### src/sv/bmpe_pkg.sv
//------------------------------------------------------------------------------
// bmpe_pkg
// Shared types, constants and the BMP header byte lookup for the encoder.
//------------------------------------------------------------------------------
package bmpe_pkg;

	localparam int DIM_BITS  = 12;
	localparam int QDEPTH    = 4;
	localparam int QPTR_W    = $clog2(QDEPTH);
	localparam int QCNT_W    = $clog2(QDEPTH + 1);
	localparam int HIDX_W    = 6;
	localparam int HDR_LAST  = 53;
	localparam int ADDR_W    = 3;

	localparam logic [7:0]  SIG_B     = 8'h42;
	localparam logic [7:0]  SIG_M     = 8'h4D;
	localparam logic [31:0] HDR_SIZE  = 32'd54;
	localparam logic [31:0] INFO_SIZE = 32'd40;
	localparam logic [15:0] PLANES    = 16'd1;
	localparam logic [15:0] BPP       = 16'd24;

	typedef enum logic {
		REG_IMAGE_WIDTH,
		REG_IMAGE_HEIGHT
	} reg_idx_t;

	typedef enum logic [1:0] {
		ST_IDLE,
		ST_HDR,
		ST_PIX,
		ST_PAD
	} bk_state_t;

	typedef struct packed {
		logic [7:0] red;
		logic [7:0] green;
		logic [7:0] blue;
		logic       hdr;
		logic [1:0] pad;
		logic       done;
	} pix_cmd_t;

	typedef struct packed {
		logic [QCNT_W-1:0] level;
		logic              full;
		logic              nonempty;
	} q_stat_t;

	typedef struct packed {
		logic busy;
	} bk_stat_t;

	// Byte idx of the 54-byte header; after 'BM' the fields form 32-bit words.
	function automatic logic [7:0] header_byte(
		input logic [HIDX_W-1:0] idx,
		input logic [31:0]       w32,
		input logic [31:0]       h32,
		input logic [31:0]       img,
		input logic [31:0]       fsz
	);
		logic [HIDX_W-1:0] off;
		logic [31:0]       word;
		logic [7:0]        b;
		off = idx - HIDX_W'(2);
		case (off[5:2])
			4'd0:    word = fsz;
			4'd2:    word = HDR_SIZE;
			4'd3:    word = INFO_SIZE;
			4'd4:    word = w32;
			4'd5:    word = h32;
			4'd6:    word = {BPP, PLANES};
			4'd8:    word = img;
			default: word = 32'd0;
		endcase
		b = 8'(word >> {off[1:0], 3'b000});
		if (idx == HIDX_W'(0))
			b = SIG_B;
		else if (idx == HIDX_W'(1))
			b = SIG_M;
		return b;
	endfunction

endpackage

### src/sv/bmpe_front.sv
//------------------------------------------------------------------------------
// bmpe_front
// Accepts pixels, tracks column and row, and classifies each pixel item.
//------------------------------------------------------------------------------
module bmpe_front (
	input  logic                     clk,
	input  logic                     arst_n,
	input  logic                     push,
	output logic                     full,
	input  logic [7:0]               red,
	input  logic [7:0]               green,
	input  logic [7:0]               blue,
	input  logic [bmpe_pkg::DIM_BITS-1:0] image_width,
	input  logic [bmpe_pkg::DIM_BITS-1:0] image_height,
	input  bmpe_pkg::q_stat_t        q_stat,
	output logic                     cmd_push,
	output bmpe_pkg::pix_cmd_t       cmd
);
	import bmpe_pkg::*;

	logic [DIM_BITS-1:0] col_q;
	logic [DIM_BITS-1:0] row_q;
	logic [DIM_BITS:0]   next_col;
	logic [DIM_BITS:0]   next_row;
	logic                row_end;
	logic                img_done;
	logic                accept;

	assign full     = q_stat.full;
	assign accept   = push && !q_stat.full;
	assign cmd_push = accept;

	assign next_col = (DIM_BITS+1)'(col_q) + 1'b1;
	assign next_row = (DIM_BITS+1)'(row_q) + 1'b1;
	assign row_end  = next_col >= (DIM_BITS+1)'(image_width);
	assign img_done = row_end && (next_row >= (DIM_BITS+1)'(image_height));

	always_comb begin
		cmd.red   = red;
		cmd.green = green;
		cmd.blue  = blue;
		cmd.hdr   = (col_q == '0) && (row_q == '0);
		cmd.pad   = row_end ? image_width[1:0] : 2'd0;
		cmd.done  = img_done;
	end

	always_ff @(posedge clk or negedge arst_n) begin
		if (!arst_n) begin
			col_q <= '0;
			row_q <= '0;
		end else if (accept) begin
			if (row_end) begin
				col_q <= '0;
				if (img_done)
					row_q <= '0;
				else
					row_q <= next_row[DIM_BITS-1:0];
			end else begin
				col_q <= next_col[DIM_BITS-1:0];
			end
		end
	end

endmodule

### src/sv/bmpe_queue.sv
//------------------------------------------------------------------------------
// bmpe_queue
// Short queue of classified pixel items between front and back end.
//------------------------------------------------------------------------------
module bmpe_queue (
	input  logic               clk,
	input  logic               arst_n,
	input  logic               push,
	input  bmpe_pkg::pix_cmd_t cmd_in,
	input  logic               pop,
	output bmpe_pkg::pix_cmd_t cmd_out,
	output bmpe_pkg::q_stat_t  stat
);
	import bmpe_pkg::*;

	pix_cmd_t          entries_q [QDEPTH];
	logic [QPTR_W-1:0] wr_ptr_q;
	logic [QPTR_W-1:0] rd_ptr_q;
	logic [QCNT_W-1:0] level_q;
	logic              do_push;
	logic              do_pop;

	assign stat.level    = level_q;
	assign stat.full     = level_q == QCNT_W'(QDEPTH);
	assign stat.nonempty = level_q != '0;
	assign do_push       = push && !stat.full;
	assign do_pop        = pop && stat.nonempty;
	assign cmd_out       = entries_q[rd_ptr_q];

	always_ff @(posedge clk) begin
		if (do_push)
			entries_q[wr_ptr_q] <= cmd_in;
	end

	always_ff @(posedge clk or negedge arst_n) begin
		if (!arst_n) begin
			wr_ptr_q <= '0;
			rd_ptr_q <= '0;
			level_q  <= '0;
		end else begin
			if (do_push)
				wr_ptr_q <= wr_ptr_q + 1'b1;
			if (do_pop)
				rd_ptr_q <= rd_ptr_q + 1'b1;
			if (do_push && !do_pop)
				level_q <= level_q + 1'b1;
			else if (do_pop && !do_push)
				level_q <= level_q - 1'b1;
		end
	end

endmodule

### src/sv/bmpe_back.sv
//------------------------------------------------------------------------------
// bmpe_back
// Byte sequencer: header, blue/green/red and row padding into the output item.
//------------------------------------------------------------------------------
module bmpe_back (
	input  logic                          clk,
	input  logic                          arst_n,
	input  bmpe_pkg::q_stat_t             q_stat,
	input  bmpe_pkg::pix_cmd_t            q_cmd,
	output logic                          q_pop,
	input  logic [bmpe_pkg::DIM_BITS-1:0] image_width,
	input  logic [bmpe_pkg::DIM_BITS-1:0] image_height,
	input  logic [31:0]                   img_size,
	input  logic [31:0]                   file_size,
	output bmpe_pkg::bk_stat_t            stat,
	output logic                          empty,
	input  logic                          pop,
	output logic [7:0]                    out_byte,
	output logic                          run_last,
	output logic                          file_end
);
	import bmpe_pkg::*;

	bk_state_t         st_q, st_d;
	logic [HIDX_W-1:0] idx_q, idx_d;
	pix_cmd_t          cur_q, cur_d;
	logic              out_adv;
	logic              emit;
	logic [7:0]        byte_d;
	logic              last_d;
	logic              outv_q;
	logic [7:0]        obyte_q;
	logic              olast_q;
	logic              oend_q;

	assign out_adv = !outv_q || pop;
	assign emit    = (st_q != ST_IDLE) && out_adv;

	// byte selection
	always_comb begin
		byte_d = 8'd0;
		last_d = 1'b0;
		case (st_q)
			ST_HDR: begin
				byte_d = header_byte(idx_q, 32'(image_width), 32'(image_height),
					img_size, file_size);
			end
			ST_PIX: begin
				case (idx_q[1:0])
					2'd0:    byte_d = cur_q.blue;
					2'd1:    byte_d = cur_q.green;
					default: byte_d = cur_q.red;
				endcase
				last_d = (idx_q[1:0] == 2'd2) && (cur_q.pad == 2'd0);
			end
			ST_PAD: begin
				last_d = (idx_q[1:0] + 2'd1) == cur_q.pad;
			end
			default: begin
				byte_d = 8'd0;
			end
		endcase
	end

	// next state
	always_comb begin
		st_d  = st_q;
		idx_d = idx_q;
		cur_d = cur_q;
		q_pop = 1'b0;
		if (st_q == ST_IDLE || (out_adv && last_d)) begin
			if (q_stat.nonempty) begin
				q_pop = 1'b1;
				cur_d = q_cmd;
				idx_d = '0;
				st_d  = q_cmd.hdr ? ST_HDR : ST_PIX;
			end else begin
				st_d = ST_IDLE;
			end
		end else if (out_adv) begin
			case (st_q)
				ST_HDR: begin
					if (idx_q == HIDX_W'(HDR_LAST)) begin
						st_d  = ST_PIX;
						idx_d = '0;
					end else begin
						idx_d = idx_q + 1'b1;
					end
				end
				ST_PIX: begin
					if (idx_q[1:0] == 2'd2) begin
						st_d  = ST_PAD;
						idx_d = '0;
					end else begin
						idx_d = idx_q + 1'b1;
					end
				end
				default: begin
					idx_d = idx_q + 1'b1;
				end
			endcase
		end
	end

	always_ff @(posedge clk or negedge arst_n) begin
		if (!arst_n) begin
			st_q   <= ST_IDLE;
			idx_q  <= '0;
			outv_q <= 1'b0;
		end else begin
			st_q  <= st_d;
			idx_q <= idx_d;
			if (emit)
				outv_q <= 1'b1;
			else if (pop)
				outv_q <= 1'b0;
		end
	end

	always_ff @(posedge clk) begin
		cur_q <= cur_d;
		if (emit) begin
			obyte_q <= byte_d;
			olast_q <= last_d;
			oend_q  <= last_d && cur_q.done;
		end
	end

	assign stat.busy       = st_q != ST_IDLE;
	assign empty           = !outv_q;
	assign out_byte        = obyte_q;
	assign run_last        = olast_q;
	assign file_end        = oend_q;

endmodule

### src/sv/bmp24_stream_encoder.sv
//------------------------------------------------------------------------------
// bmp24_stream_encoder
// RGB pixel stream in, 24-bit BMP file byte stream out.
//------------------------------------------------------------------------------
// Pixels go in row-major order and come out one byte per cycle as blue, green,
// red, while the receiver keeps popping. The first pixel of each image is
// preceded by the 54-byte header, and the last pixel of a row is followed by
// image_width mod 4 zero pad bytes. Bytes pass through the byte-wide output
// register of the back-end sequencer, which waits in idle for a queued pixel.
// Pixels are taken one per cycle into a four-entry queue while it has room.
// Set image_width and image_height only while no pixel is in flight.
module bmp24_stream_encoder (
	input  logic                          clk,
	input  logic                          arst_n,
	input  logic                          psel,
	input  logic                          penable,
	input  logic                          pwrite,
	input  logic [bmpe_pkg::ADDR_W-1:0]   paddr,
	input  logic [31:0]                   pwdata,
	output logic [31:0]                   prdata,
	output logic                          pready,
	input  logic                          push,
	output logic                          full,
	input  logic [7:0]                    red,
	input  logic [7:0]                    green,
	input  logic [7:0]                    blue,
	output logic                          empty,
	input  logic                          pop,
	output logic [7:0]                    out_byte,
	output logic                          run_last,
	output logic                          file_end
);
	import bmpe_pkg::*;

	logic [DIM_BITS-1:0] width_q;
	logic [DIM_BITS-1:0] height_q;
	logic [31:0]         img_q;
	logic [31:0]         fsz;
	logic [31:0]         row_bytes;
	logic                cfg_wr;
	reg_idx_t            reg_sel;
	q_stat_t             q_stat;
	bk_stat_t            bk_stat;
	pix_cmd_t            f_cmd;
	pix_cmd_t            q_cmd;
	logic                f_push;
	logic                q_pop;

	assign pready  = 1'b1;
	assign cfg_wr  = psel && penable && pwrite && pready;
	assign reg_sel = reg_idx_t'(paddr[2]);

	always_ff @(posedge clk or negedge arst_n) begin
		if (!arst_n) begin
			width_q  <= DIM_BITS'(1);
			height_q <= DIM_BITS'(1);
		end else if (cfg_wr) begin
			if (reg_sel == REG_IMAGE_WIDTH)
				width_q <= pwdata[DIM_BITS-1:0];
			else
				height_q <= pwdata[DIM_BITS-1:0];
		end
	end

	always_comb begin
		case (reg_sel)
			REG_IMAGE_WIDTH: prdata = 32'(width_q);
			default:         prdata = 32'(height_q);
		endcase
	end

	// rows are 3*width rounded up to a multiple of four
	assign row_bytes = (32'(width_q) * 32'd3 + 32'd3) & ~32'd3;

	always_ff @(posedge clk) begin
		img_q <= row_bytes * 32'(height_q);
	end

	assign fsz = img_q + HDR_SIZE;

	bmpe_front u_front (
		.clk          (clk),
		.arst_n       (arst_n),
		.push         (push),
		.full         (full),
		.red          (red),
		.green        (green),
		.blue         (blue),
		.image_width  (width_q),
		.image_height (height_q),
		.q_stat       (q_stat),
		.cmd_push     (f_push),
		.cmd          (f_cmd)
	);

	bmpe_queue u_queue (
		.clk     (clk),
		.arst_n  (arst_n),
		.push    (f_push),
		.cmd_in  (f_cmd),
		.pop     (q_pop),
		.cmd_out (q_cmd),
		.stat    (q_stat)
	);

	bmpe_back u_back (
		.clk          (clk),
		.arst_n       (arst_n),
		.q_stat       (q_stat),
		.q_cmd        (q_cmd),
		.q_pop        (q_pop),
		.image_width  (width_q),
		.image_height (height_q),
		.img_size     (img_q),
		.file_size    (fsz),
		.stat         (bk_stat),
		.empty        (empty),
		.pop          (pop),
		.out_byte     (out_byte),
		.run_last     (run_last),
		.file_end     (file_end)
	);

`ifndef SYNTH
	a_end_is_last: assert property (@(posedge clk) disable iff (!arst_n)
		(!empty && file_end) |-> run_last)
		else $error("file_end without run_last");

	a_queue_bound: assert property (@(posedge clk) disable iff (!arst_n)
		q_stat.level <= QCNT_W'(QDEPTH))
		else $error("pixel queue overflow");

	a_back_loads: assert property (@(posedge clk) disable iff (!arst_n)
		(!bk_stat.busy && q_stat.nonempty) |=> bk_stat.busy)
		else $error("back end idle with queued pixels");
`endif

endmodule

### config.mk
export PLATFORM = sky130hd
export DESIGN_NAME = bmp24_stream_encoder
export DESIGN_NICKNAME = d
export VERILOG_FILES = /design/src/sv/bmpe_pkg.sv /design/src/sv/bmpe_front.sv /design/src/sv/bmpe_queue.sv /design/src/sv/bmpe_back.sv /design/src/sv/bmp24_stream_encoder.sv
export SDC_FILE = /design/constraint.sdc
export NUM_CORES = 1
export LEC_CHECK = 0
export CORE_MARGIN = 4
export CORE_UTILIZATION = 48
export CTS_BUF_LIST = sky130_fd_sc_hd__clkbuf_8
export CTS_CLUSTER_SIZE = 16
export DETAILED_ROUTE_END_ITERATION = 8
export DONT_BUFFER_PORTS = 1
export REMOVE_ABC_BUFFERS = 1
export SYNTH_ARGS = -nofsm -noshare
export SYNTH_HDL_FRONTEND = slang
export SYNTH_SLANG_ARGS = --single-unit
### constraint.sdc
create_clock -name clk -period 12.5 [get_ports clk]
set_input_delay 2.5 -clock clk [delete_from_list [all_inputs] [get_ports clk]]
set_output_delay 2.5 -clock clk [all_outputs]
set_load 0.01 [all_outputs]
==> flow_summary.ini <==
[placement]
dp_cells = 1974
hpwl_um = 27300
port_buffers = 0
gp_congestion = 0.875

[setup_path]
crit_type = flip-flop to flip-flop
critPathRequiredTime_ns = 12.98
crit_path_end_kind = flip-flop
cp-start-kind = flip-flop
cp_max_fo = 12
arrival_ns = 8.38

[grt]
grt.overflow.total = 0
grt_start_max_net_pins = 65
grt.total_usage_pct = 20.3
antenna_found_initial = 0
grt_pass1_vias = 11793
grt_pass1_wl_um = 62300

[route]
drtIter0Drc = 644
finalWirelength_um = 37800
routed_via_density = 5.51
drc = 0
wl_per_cell_um = 18.5
drt_first_pass_iters = 5
vias = 11278
postRouteAntennaNets = 0

[final_layout]
antenna_cells = 0
drive_gt1_share_pct = 9.25
num-fill-cells = 3152
finalNetCount = 1860
final_util_pct = 51.9
multiInputGateArea_um2 = 9200
final_cell_count_no_fill = 2045
regArea_um2 = 6580
syn_to_final_growth_pct = 6.75

[die]
die_h_um = 195
die_area_um2 = 38000
die_w_um = 195
pin_count = 111
design.core.area_um2 = 34500
row_count = 68
start_util_pct = 48.6

[clock_tree]
ctsResizeCount = 0
holdBufCountCts = 0
clk_pin_slew_worst_paths_ns = 0.07
cts_tree = done
h-tree-depth = 2
cts_setup_buffers = 0
cts_max_path_buffers = 3
clkSinkCount = 238
cts_root_buf = clkbuf_8
worstSkewPairLatency_ns = 0.56
cts_made_buffers = 41

[timing]
rsz0062_at_grt = false
slew_violations = 0
period_share_pct = 63.2
final.setup.tns_ns = 0
worst_pin_slew_ns = 1.22
max_freq_mhz = 127
finalHoldViolCount = 0
fin_crit_ns = 7.90
skew_ns = 0.0206
setup_viol = 0
slew_headroom_pct = 18.1

[logic_synthesis]
synth_top_cells_by_area = edfxtp_1, fa_1, ha_1
synth_ff_type = edfxtp_1
synthArstFlopShare_pct = 26.9
synth_top_cell_by_area = edfxtp_1
yosysMostFrequentCell = inv_1
ys_types = 73
synth_common_cells = inv_1, nand2_1, edfxtp_1
synth-adder-area-share_pct = 21.9
synth_edf_count = 149
ys_seq_area_share_pct = 39.2
synth_simple_gate_area_share_pct = 12.9
synth_top_family_by_area = adder cells
syn_inst = 1567
netlist.area_leader.share_pct = 26.7
synthMuxAreaShare_pct = 5.70
ys_warn_count = 0
synthXorXnorAreaFrac_pct = 3.97
synthesis.area_um2 = 16800
avgSynthCellArea_um2 = 10.7
ys_ff_latch = 238
synth-compound-area-share_pct = 9.94

[outcome]
outcome = finished, final reports clean

[worst_hold_path]
min_path_type = flip-flop to flip-flop

[flow_run]
maxCapViolCount = 0
-- worst max-delay path: stages, from the launching register on --
cell and delay, ns:
dfrtp_1 0.45, ha_1 0.32, ha_1 0.34, a31oi_1 0.24, o21ai_0 0.18, a211o_1 0.32, o31ai_1 0.47, xnor2_1 0.59
nand2_1 0.17, fa_1 0.50, fa_1 0.52, inv_1 0.05, fa_1 0.47, fa_1 0.55, inv_1 0.06, fa_1 0.54
inv_1 0.06, ha_1 0.36, a21o_1 0.19, nor3_1 0.06, a21oi_1 0.37, a21oi_1 0.18, or3b_2 0.51, a21oi_1 0.16
xor2_1 0.16
-- per-layer routing --
layer,part of all wire (%),GRT usage (%),routed length [um]
met2,49,34.4,18500
met4,2.2,5.33,813
met1,44,27.7,16800
met5,0,0,0
met3,4.4,2.86,1680
-- metrics by stage --
| stage | setup slack, ns | hold slack (ns) | instance area [um2] |
|---|---|---|---|
| 5_1_grt | 4.11 | 0.539 | 17900 |
| 3_5_place_dp | 4.64 | 0.493 | 17200 |
| 3_3_place_gp | 4.66 | 0.491 | 17200 |
| 6_report | 4.60 | 0.494 | 17900 |
| 4_1_cts | 4.60 | 0.503 | 17900 |
| 2_1_floorplan | 5.67 | 0.456 | 16400 |
-- cells in the final DEF, fill, tap and decap left out, types with 5 or more instances in the layout --
| cell | n |
|---|---|
| nand2_1 | 155 |
| o21ai_0 | 77 |
| o21a_1 | 10 |
| ha_1 | 130 |
| a311oi_1 | 6 |
| a31oi_1 | 6 |
| clkinv_2 | 7 |
| a22o_1 | 11 |
| nor3b_1 | 6 |
| edfxtp_1 | 149 |
| a21oi_1 | 65 |
| or2_2 | 6 |
| nand3_1 | 35 |
| conb_1 | 21 |
| o31ai_1 | 5 |
| xor2_1 | 31 |
| o21bai_1 | 7 |
| nor2b_1 | 8 |
| nor2_1 | 60 |
| a21o_1 | 13 |
| mux2_2 | 28 |
| a211oi_1 | 15 |
| nor4_1 | 8 |
| mux4_2 | 28 |
| fa_1 | 102 |
| nor3_1 | 21 |
| dfrtp_1 | 61 |
| dfxtp_1 | 25 |
| inv_1 | 190 |
| and3_1 | 11 |
| and2_1 | 79 |
| nand2b_1 | 12 |
| xnor2_1 | 45 |
| clkbuf_8 | 43 |
| buf_4 | 19 |
| nand4_1 | 14 |
| o22ai_1 | 12 |
-- cell type report --
class | instances | share of cell area (%)
repair buffers | 19 | 0.796
inverters | 177 | 3.71
multi-input cells | 1085 | 51.3
clock buffers | 43 | 3.30
clock inverters | 28 | 0.943
flip-flops and latches | 238 | 36.7
well taps | 455 | 3.18
-- cell families after synthesis --
family                   count (synthesis)
AND/OR/NAND/NOR                        435
AO/OA/AOI/OAI                          264
buffers and inverters                  263
flip-flops                             238
adder cells (fa/ha/maj)                232
XOR/XNOR                                76
multiplexers                            57
other                                    2
-- state kept, by name, indices dropped and copies added (netlist names) --
name               cells
u_queue.entries_q    112
u_back.cur_q          27
img_q                 25
height_q              12
u_front.col_q         12
u_front.row_q         12
width_q               12
u_back.out_byte        8
u_back.idx_q           6
u_queue.level_q        3
u_back.st_q            2
u_queue.rd_ptr_q       2
u_queue.wr_ptr_q       2
u_back.file_end        1
u_back.outv_q          1
u_back.run_last        1
-- worst paths after layout --
kind,start,end,slack (ns),depth (start not counted)
min reg2reg,u_queue.level_q[2]$_DFFE_PN0P_,u_queue.level_q[2]$_DFFE_PN0P_,0.49,1
max reg2reg,width_q[1]$_DFFE_PN0P_,img_q[26]$_DFF_P_,4.60,24
min in group asynchronous,arst_n,u_front.col_q[11]$_DFFE_PN0P_,1.64,0
max in group asynchronous,arst_n,height_q[0]$_DFFE_PN1P_,10.65,0
min,u_queue.level_q[2]$_DFFE_PN0P_,u_queue.level_q[2]$_DFFE_PN0P_,0.49,1
max,width_q[1]$_DFFE_PN0P_,img_q[26]$_DFF_P_,4.60,24
Power is not shown: default switching activity piles up to over one toggle a cycle in this logic, so the estimate is an artifact.
